`src/sv/gpmm_pkg.sv`:
```
// shared types and constants of the gf2 polynomial modular multiplier
package gpmm_pkg;

   localparam int OPERAND_W  = 64;
   localparam int PRODUCT_W  = 63;
   localparam int CSR_DATA_W = 64;
   localparam int CSR_ADDR_W = 4;
   localparam int CSR_IDX_LSB = 3;

   localparam logic [CSR_ADDR_W-CSR_IDX_LSB-1:0] REG_MODULUS = 1'b0;
   localparam logic [CSR_DATA_W-1:0] MODULUS_RESET = 64'd283;

   typedef struct packed {
      logic load;
      logic norm_step;
      logic red_step;
      logic mul_step;
      logic out_load;
   } cmd_type;

   typedef struct packed {
      logic deg_zero;
      logic norm_done;
      logic red_last;
      logic mul_done;
   } sts_type;

endpackage

```
`src/sv/gpmm_ctrl.sv`:
```
// sequencing state machine of the gf2 polynomial modular multiplier
module gpmm_ctrl (
   input  logic              clock,
   input  logic              reset,
   input  logic              req_valid,
   output logic              req_ready,
   output logic              rsp_valid,
   input  logic              rsp_ready,
   input  gpmm_pkg::sts_type sts,
   output gpmm_pkg::cmd_type cmd
);

   typedef enum logic [2:0] {
      ST_IDLE,
      ST_NORM,
      ST_RED,
      ST_MUL,
      ST_FIN
   } state_type;

   state_type state_ff, state_in;
   logic      rsp_valid_ff, rsp_valid_in;
   logic      slot_free;

   assign req_ready = (state_ff == ST_IDLE);
   assign rsp_valid = rsp_valid_ff;
   assign slot_free = !rsp_valid_ff || rsp_ready;

   always_comb begin
      state_in     = state_ff;
      rsp_valid_in = rsp_valid_ff && !rsp_ready;
      cmd          = '0;
      case (state_ff)
         ST_IDLE: begin
            if (req_valid) begin
               cmd.load = 1'b1;
               state_in = ST_NORM;
            end
         end
         ST_NORM: begin
            if (sts.deg_zero) begin
               state_in = ST_FIN;
            end else if (sts.norm_done) begin
               state_in = ST_RED;
            end else begin
               cmd.norm_step = 1'b1;
            end
         end
         ST_RED: begin
            cmd.red_step = 1'b1;
            if (sts.red_last) begin
               state_in = ST_MUL;
            end
         end
         ST_MUL: begin
            if (sts.mul_done) begin
               state_in = ST_FIN;
            end else begin
               cmd.mul_step = 1'b1;
            end
         end
         ST_FIN: begin
            if (slot_free) begin
               cmd.out_load = 1'b1;
               rsp_valid_in = 1'b1;
               state_in     = ST_IDLE;
            end
         end
         default: begin
            state_in = ST_IDLE;
         end
      endcase
   end

   always_ff @(posedge clock) begin
      if (reset) begin
         state_ff     <= ST_IDLE;
         rsp_valid_ff <= 1'b0;
      end else begin
         state_ff     <= state_in;
         rsp_valid_ff <= rsp_valid_in;
      end
   end

endmodule

```
`src/sv/gpmm_dp.sv`:
```
// operand registers, normalizer, reducer and shift-and-add accumulator
module gpmm_dp #(
   parameter int POLY_BITS = 64
) (
   input  logic                                clock,
   input  gpmm_pkg::cmd_type                   cmd,
   input  logic [gpmm_pkg::OPERAND_W-1:0]      operand_a,
   input  logic [gpmm_pkg::OPERAND_W-1:0]      operand_b,
   input  logic [gpmm_pkg::CSR_DATA_W-1:0]     modulus,
   output gpmm_pkg::sts_type                   sts,
   output logic [gpmm_pkg::PRODUCT_W-1:0]      product
);

   localparam int DW          = $clog2(POLY_BITS);
   localparam int NORM_STRIDE = 8;

   logic [POLY_BITS-1:0]          a_ff, a_in;
   logic [POLY_BITS-1:0]          b_ff, b_in;
   logic [POLY_BITS-1:0]          m_ff, m_in;
   logic [POLY_BITS-1:0]          ms_ff, ms_in;
   logic [POLY_BITS-1:0]          acc_ff, acc_in;
   logic [DW-1:0]                 deg_ff, deg_in;
   logic [DW-1:0]                 idx_ff, idx_in;
   logic [gpmm_pkg::PRODUCT_W-1:0] prod_ff, prod_in;
   logic [POLY_BITS-1:0]          b_shl;
   logic [gpmm_pkg::OPERAND_W-1:0] acc_ext;

   assign b_shl   = {b_ff[POLY_BITS-2:0], 1'b0};
   assign acc_ext = gpmm_pkg::OPERAND_W'(acc_ff);

   assign sts.deg_zero  = (m_ff[POLY_BITS-1:1] == '0);
   assign sts.norm_done = ms_ff[POLY_BITS-1];
   assign sts.red_last  = (idx_ff == deg_ff);
   assign sts.mul_done  = (a_ff == '0);
   assign product       = prod_ff;

   always_comb begin
      a_in    = a_ff;
      b_in    = b_ff;
      m_in    = m_ff;
      ms_in   = ms_ff;
      acc_in  = acc_ff;
      deg_in  = deg_ff;
      idx_in  = idx_ff;
      prod_in = prod_ff;
      if (cmd.load) begin
         a_in   = operand_a[POLY_BITS-1:0];
         b_in   = operand_b[POLY_BITS-1:0];
         m_in   = modulus[POLY_BITS-1:0];
         ms_in  = modulus[POLY_BITS-1:0];
         acc_in = '0;
         deg_in = DW'(POLY_BITS - 1);
         idx_in = DW'(POLY_BITS - 1);
      end else if (cmd.norm_step) begin
         // coarse step while a whole byte on top is clear
         if (ms_ff[POLY_BITS-1 -: NORM_STRIDE] == '0) begin
            ms_in  = ms_ff << NORM_STRIDE;
            deg_in = deg_ff - DW'(NORM_STRIDE);
         end else if (!ms_ff[POLY_BITS-1]) begin
            ms_in  = ms_ff << 1;
            deg_in = deg_ff - DW'(1);
         end
      end else if (cmd.red_step) begin
         if (b_ff[idx_ff]) begin
            b_in = b_ff ^ ms_ff;
         end
         ms_in  = ms_ff >> 1;
         idx_in = idx_ff - DW'(1);
      end else if (cmd.mul_step) begin
         if (a_ff[0]) begin
            acc_in = acc_ff ^ b_ff;
         end
         a_in = a_ff >> 1;
         b_in = b_shl[deg_ff] ? (b_shl ^ m_ff) : b_shl;
      end else if (cmd.out_load) begin
         prod_in = sts.deg_zero ? '0 : acc_ext[gpmm_pkg::PRODUCT_W-1:0];
      end
   end

   always_ff @(posedge clock) begin
      a_ff    <= a_in;
      b_ff    <= b_in;
      m_ff    <= m_in;
      ms_ff   <= ms_in;
      acc_ff  <= acc_in;
      deg_ff  <= deg_in;
      idx_ff  <= idx_in;
      prod_ff <= prod_in;
   end

endmodule

```
`src/sv/gf2_poly_modular_multiplier_unit.sv`:
```
// top level of the gf2 polynomial modular multiplier with its register port
// Computes operand_a * operand_b modulo the modulus register over GF(2), operands and
// modulus taken POLY_BITS wide. One item is in work at a time; the next one is taken
// while a finished product waits in the output register. With d the modulus degree, an
// item is accepted, the modulus is normalized, operand_b is reduced bit by bit from the
// top down to bit d, operand_a is worked off in shift-and-add steps, one per bit up to
// its highest set bit, plus a last check, and the result is loaded; when the modulus is
// 0 or 1 the product is 0 and the work steps are skipped. The normalizer shifts the
// modulus by a whole byte while its top byte is clear and by one bit otherwise; the
// other steps go one bit at a time. The modulus register sits at byte address 0 of the
// 64-bit register port; writes must come only while idle; the block does not enforce it.
module gf2_poly_modular_multiplier_unit #(
   parameter int POLY_BITS = 64
) (
   input  logic                                 clock,
   input  logic                                 reset,
   input  logic                                 req_valid,
   output logic                                 req_ready,
   input  logic [gpmm_pkg::OPERAND_W-1:0]       req_operand_a,
   input  logic [gpmm_pkg::OPERAND_W-1:0]       req_operand_b,
   output logic                                 rsp_valid,
   input  logic                                 rsp_ready,
   output logic [gpmm_pkg::PRODUCT_W-1:0]       rsp_product,
   input  logic                                 csr_psel,
   input  logic                                 csr_penable,
   input  logic                                 csr_pwrite,
   input  logic [gpmm_pkg::CSR_ADDR_W-1:0]      csr_paddr,
   input  logic [gpmm_pkg::CSR_DATA_W-1:0]      csr_pwdata,
   output logic [gpmm_pkg::CSR_DATA_W-1:0]      csr_prdata,
   output logic                                 csr_pready
);

   logic [gpmm_pkg::CSR_DATA_W-1:0] modulus_ff, modulus_in;
   logic                            csr_wr;
   logic                            csr_hit;
   gpmm_pkg::cmd_type               cmd;
   gpmm_pkg::sts_type               sts;

   assign csr_pready = 1'b1;
   assign csr_wr     = csr_psel && csr_penable && csr_pwrite;
   assign csr_hit    = (csr_paddr[gpmm_pkg::CSR_ADDR_W-1:gpmm_pkg::CSR_IDX_LSB]
                        == gpmm_pkg::REG_MODULUS);
   assign modulus_in = (csr_wr && csr_hit) ? csr_pwdata : modulus_ff;
   assign csr_prdata = csr_hit ? modulus_ff : '0;

   always_ff @(posedge clock) begin
      if (reset) begin
         modulus_ff <= gpmm_pkg::MODULUS_RESET;
      end else begin
         modulus_ff <= modulus_in;
      end
   end

   gpmm_ctrl u_ctrl (
      .clock     (clock),
      .reset     (reset),
      .req_valid (req_valid),
      .req_ready (req_ready),
      .rsp_valid (rsp_valid),
      .rsp_ready (rsp_ready),
      .sts       (sts),
      .cmd       (cmd)
   );

   gpmm_dp #(
      .POLY_BITS (POLY_BITS)
   ) u_dp (
      .clock     (clock),
      .cmd       (cmd),
      .operand_a (req_operand_a),
      .operand_b (req_operand_b),
      .modulus   (modulus_ff),
      .sts       (sts),
      .product   (rsp_product)
   );

endmodule

```
`config.mk`:
```
export PLATFORM = sky130hd
export DESIGN_NAME = gf2_poly_modular_multiplier_unit
export DESIGN_NICKNAME = d
export VERILOG_FILES = /design/src/sv/gpmm_pkg.sv /design/src/sv/gpmm_ctrl.sv /design/src/sv/gpmm_dp.sv /design/src/sv/gf2_poly_modular_multiplier_unit.sv
export SDC_FILE = /design/constraint.sdc
export NUM_CORES = 1
export LEC_CHECK = 0
export BUFFER_PORTS_ARGS = -buffer_cell sky130_fd_sc_hd__buf_2
export CORE_AREA = 2 2 189 329
export CTS_CLUSTER_SIZE = 8
export DETAILED_ROUTE_END_ITERATION = 8
export DIE_AREA = 0 0 191 331
export GPL_TIMING_DRIVEN = 0
export PLACE_DENSITY_LB_ADDON = 0.05
export SLEW_MARGIN = 0
export SYNTH_ARGS = -nofsm -noshare
export SYNTH_HDL_FRONTEND = slang
export SYNTH_HIERARCHICAL = 1
export SYNTH_SLANG_ARGS = --single-unit
```
`constraint.sdc`:
```
create_clock -name clock -period 13.7 [get_ports clock]
set_input_delay 2.055 -clock clock [delete_from_list [all_inputs] [get_ports clock]]
set_output_delay 2.055 -clock clock [all_outputs]
set_load 0.05 [all_outputs]
```
==> results.md <==
- Setup Total Neg Slack: 0 ns
- Number of rows created at floorplan: 119
- Cell Int Power: 3.94 mW
- Number of nets at the end of the flow: 2,709
- Number of flops mapped to enable cells by yosys: 319
- Synth cell types: just over 60
- Count of mapped cells out of synthesis: between 2,000 and 2,500
- Area enclosed by the die boundary: 63,200 um2
- Largest vdd supply drop: 0.143 mV
- CP Max Fanout: 12
- Worst-Skew Late Latency: roughly 0.60 ns
- Count of buffers added by post-CTS timing repair for setup: 0
- Transition at the pin with the smallest max-transition slack: 1.39 ns
- Residual DRC count: 0
- Cell area power density: between 200 and 250 nW/um2
- Switching power: 2.28 mW
- Global-route wire length before repair: between 100,000 and 150,000 um
- Die H: roughly 330 um
- Cell accounting for the most synthesized area: edfxtp_1
- Number of buffers between clock root and the deepest sink: 3
- Maximum clock skew at final layout: around 0.029 ns
- Time the worst path needs with I/O delays and setup: 6.02 ns
- Final setup vio count: 0
- Post-synthesis average cell area: about 11 um2
- CP Data Arrival Time: 6.47 ns
- Required time at the worst-slack endpoint: roughly 14 ns
- Most frequent cells in the layout: buf_2, edfxtp_1, nor2b_1, clkbuf_1, dfxtp_1
- WL final: 79,800 um
- CP Cell Sequence: nor4_1 -> nand4_1 -> nor4_2 -> buf_6 -> clkbuf_1 -> nor3_2 -> and2_1 -> clkbuf_1 -> nor3b_1 -> and2_1 -> clkbuf_1 -> clkbuf_1 -> nand2_1 -> xor2_1 -> nor2_1
- Area growth from synthesis to final layout: 20.0%
- Worst Path Class, Setup: flip-flop to flip-flop
- Post-synthesis cell area: 24,000 um2
- Synthesis-stage register bit count: 462
- Antenna violations before repair: 6
- Routability congestion estimate: around 0.91
- Congestion Overflow GR: 0
- Endpoint class of the critical path: flip-flop
- Kind of start point of the critical path: flip-flop
- Count of antenna-violating nets left after detailed routing: 0
- Clk slew on worst S/H paths: around 0.05 ns
- Overall Global Routing Usage: 0.252
- Std-Cell Core Area: between 60,000 and 70,000 um2
- Effective utilization at floorplan: 0.398
- Cell at the slowest stage of the critical path: nor4_1
- Via/cell ratio: around 5.4
- Clock root buffer master: clkbuf_16
- Final total power: 6.22 mW
- Clock tree from TritonCTS: yes
- Share of total power in combinational logic: 0.325
- Seq pwr share: 0.423
- Ports: 333
- P_leak: 10.7 nW
- Max frequency: ~170 MHz
- Number of global-route vias before repair: 18,700
- Slowest stage delay, CP: 1.02 ns
- Number of buffers created by CTS: 67
- Synth top area cells: edfxtp_1, dfxtp_1, nor2b_1
- Fraction of the cycle the final worst path needs: 0.439
- Relative contribution of the clock network to total power: 0.252
- Most used flip-flop cell after synthesis: edfxtp_1
- Asr flop ratio synth: 0
- Number of max-cap violations: 0
- Unrepaired setup endpoints after global routing: no
- Net count of the mapped netlist: 2,302
- Area share of the leading cell type in the synthesized netlist: 0.399
- Number of clock sinks seen by CTS: 462
- Switching part of the total power: 0.367
- Largest net degree at the start of global routing: 66
- Most common cell after layout, fill and taps aside: buf_2
- Resize count post-CTS: 0
- Sequential share of the synthesized area: 0.519
- Layout cells sized above 1: 0.213
- Die width: between 150 and 200 um
- Routed wirelength normalized by instance count: 23.9 um
- Worst hold-check path type: flip-flop to flip-flop
- Starting DRC count in detailed routing: around 1,200
- Count of final hold-check violations: 0
- Cell seen most often among critical-path stages: clkbuf_1
- HPWL Detailed: 61,900 um
- Hold-fix buffers, CTS: 0
- Result of the run: completed
- DR pass1 iterations: 5
- Yosys warning count: 6
- Via Count: 18,000
- Count of input and output buffers: about 330
- Max transition margin: 0.0752
- H-tree lvl count: 3
- Number of pins exceeding their max-slew limit in the final report: 0
-- power groups by stage --
stage	Combinational [mW]	Sequential [mW]	Clock (mW)
after floorplan	1.51	2.34	0
after global placement	1.95	2.66	0
after detailed placement	2.02	2.64	0
after CTS	2.03	2.61	1.61
after global routing	2.19	2.66	1.66
final	2.03	2.63	1.57
-- layout make-up --
type | instances | area [um2]
flip-flops and latches | 462 | 12400
repair buffers | 338 | 1800
clock inverters | 1 | 8.76
plain buffers | 151 | 813
fillers | 5712 | 31500
diodes | 2 | 5.00
clock buffers | 120 | 1970
well taps | 786 | 983
inverters | 62 | 233
multi-input cells | 1420 | 10500
-- cell usage after synthesis, drive strengths merged, types with 2 or more instances --
library cell  instances
a211o                 4
a211oi               70
a21oi               108
a221o                50
a221oi                2
a22o                  2
a22oi                 8
and2                  7
buf                  29
clkbuf              122
dfxtp               143
edfxtp              319
ha                    4
inv                  62
mux2                 66
mux2i               134
mux4                 33
nand2                89
nand2b              129
nand4                 9
nor2                 89
nor2b               260
nor3                  6
nor3b                67
nor4                 36
o21ai                11
o21bai                2
o221ai                2
o22ai                64
o2bb2ai               5
o31ai                 2
or2                   4
or3                   3
or3b                  2
xnor2                 9
xor2                130
-- metal layers --
layer | vias up | GRT usage | wire length (um)
li1 | 8417 | - | -
met1 | 8689 | 0.285 | 30600
met2 | 687 | 0.444 | 40000
met3 | 191 | 0.0556 | 5160
met4 | 8 | 0.131 | 4090
met5 | - | 0 | 47
-- critical path, delay by kind of cell, from the launching register on --
family                    cells  cell delay (ns)
xor gates and xnor gates      1             0.16
buffers and inverters         5             2.05
DFF                           1             0.42
and+or+nand+nor               9             3.22
-- metrics by stage --
stage               hold WS (ns)  std cells  utilization  setup WS (ns)  cell area [um2]
floorplan                  0.440       2095            -           4.67            24000
global placement           0.468       3209        0.441          0.512            26600
global route               0.506       3341        0.478           7.28            28800
detailed placement         0.473       3219        0.445           7.46            26800
CTS                        0.487       3340        0.478           7.43            28800
finish                     0.489       3342        0.478           7.68            28800
-- sequential cells by signal, indices dropped and copies added, names as in the netlist, 3 cells and up --
name / flops
u_dp/b_ff: 64
u_ctrl/state_ff: 3
modulus_ff: 64
u_dp/idx_ff: 6
u_dp/a_ff: 64
u_dp/deg_ff: 6
u_dp/acc_ext: 63
u_dp/ms_ff: 64
u_dp/product: 63
u_dp/m_ff: 64
-- kinds of logic (layout without fill, tap and decap cells) --
logic type,after synthesis,in the layout,share of synthesized area
buf+inv,213,672,0.0436
xor+xnor,139,139,0.0507
simple gates,706,706,0.170
flops,462,462,0.519
other cells,1,3,0.000156
compound gates,337,337,0.0962
fa+ha+maj,4,4,0.00209
mux,233,233,0.119
-- worst paths after layout --
kind / startpoint / endpoint / slack, ns / depth (start not counted)
min: modulus_ff[1] / u_dp/m_ff[1] / 0.49 / 0
max reg2reg: u_dp/m_ff[39] / u_dp/acc_ext[54] / 7.68 / 15
min reg2reg: modulus_ff[1] / u_dp/m_ff[1] / 0.49 / 0
max: u_dp/m_ff[39] / u_dp/acc_ext[54] / 7.68 / 15
Power figures use the tool's default switching activity.
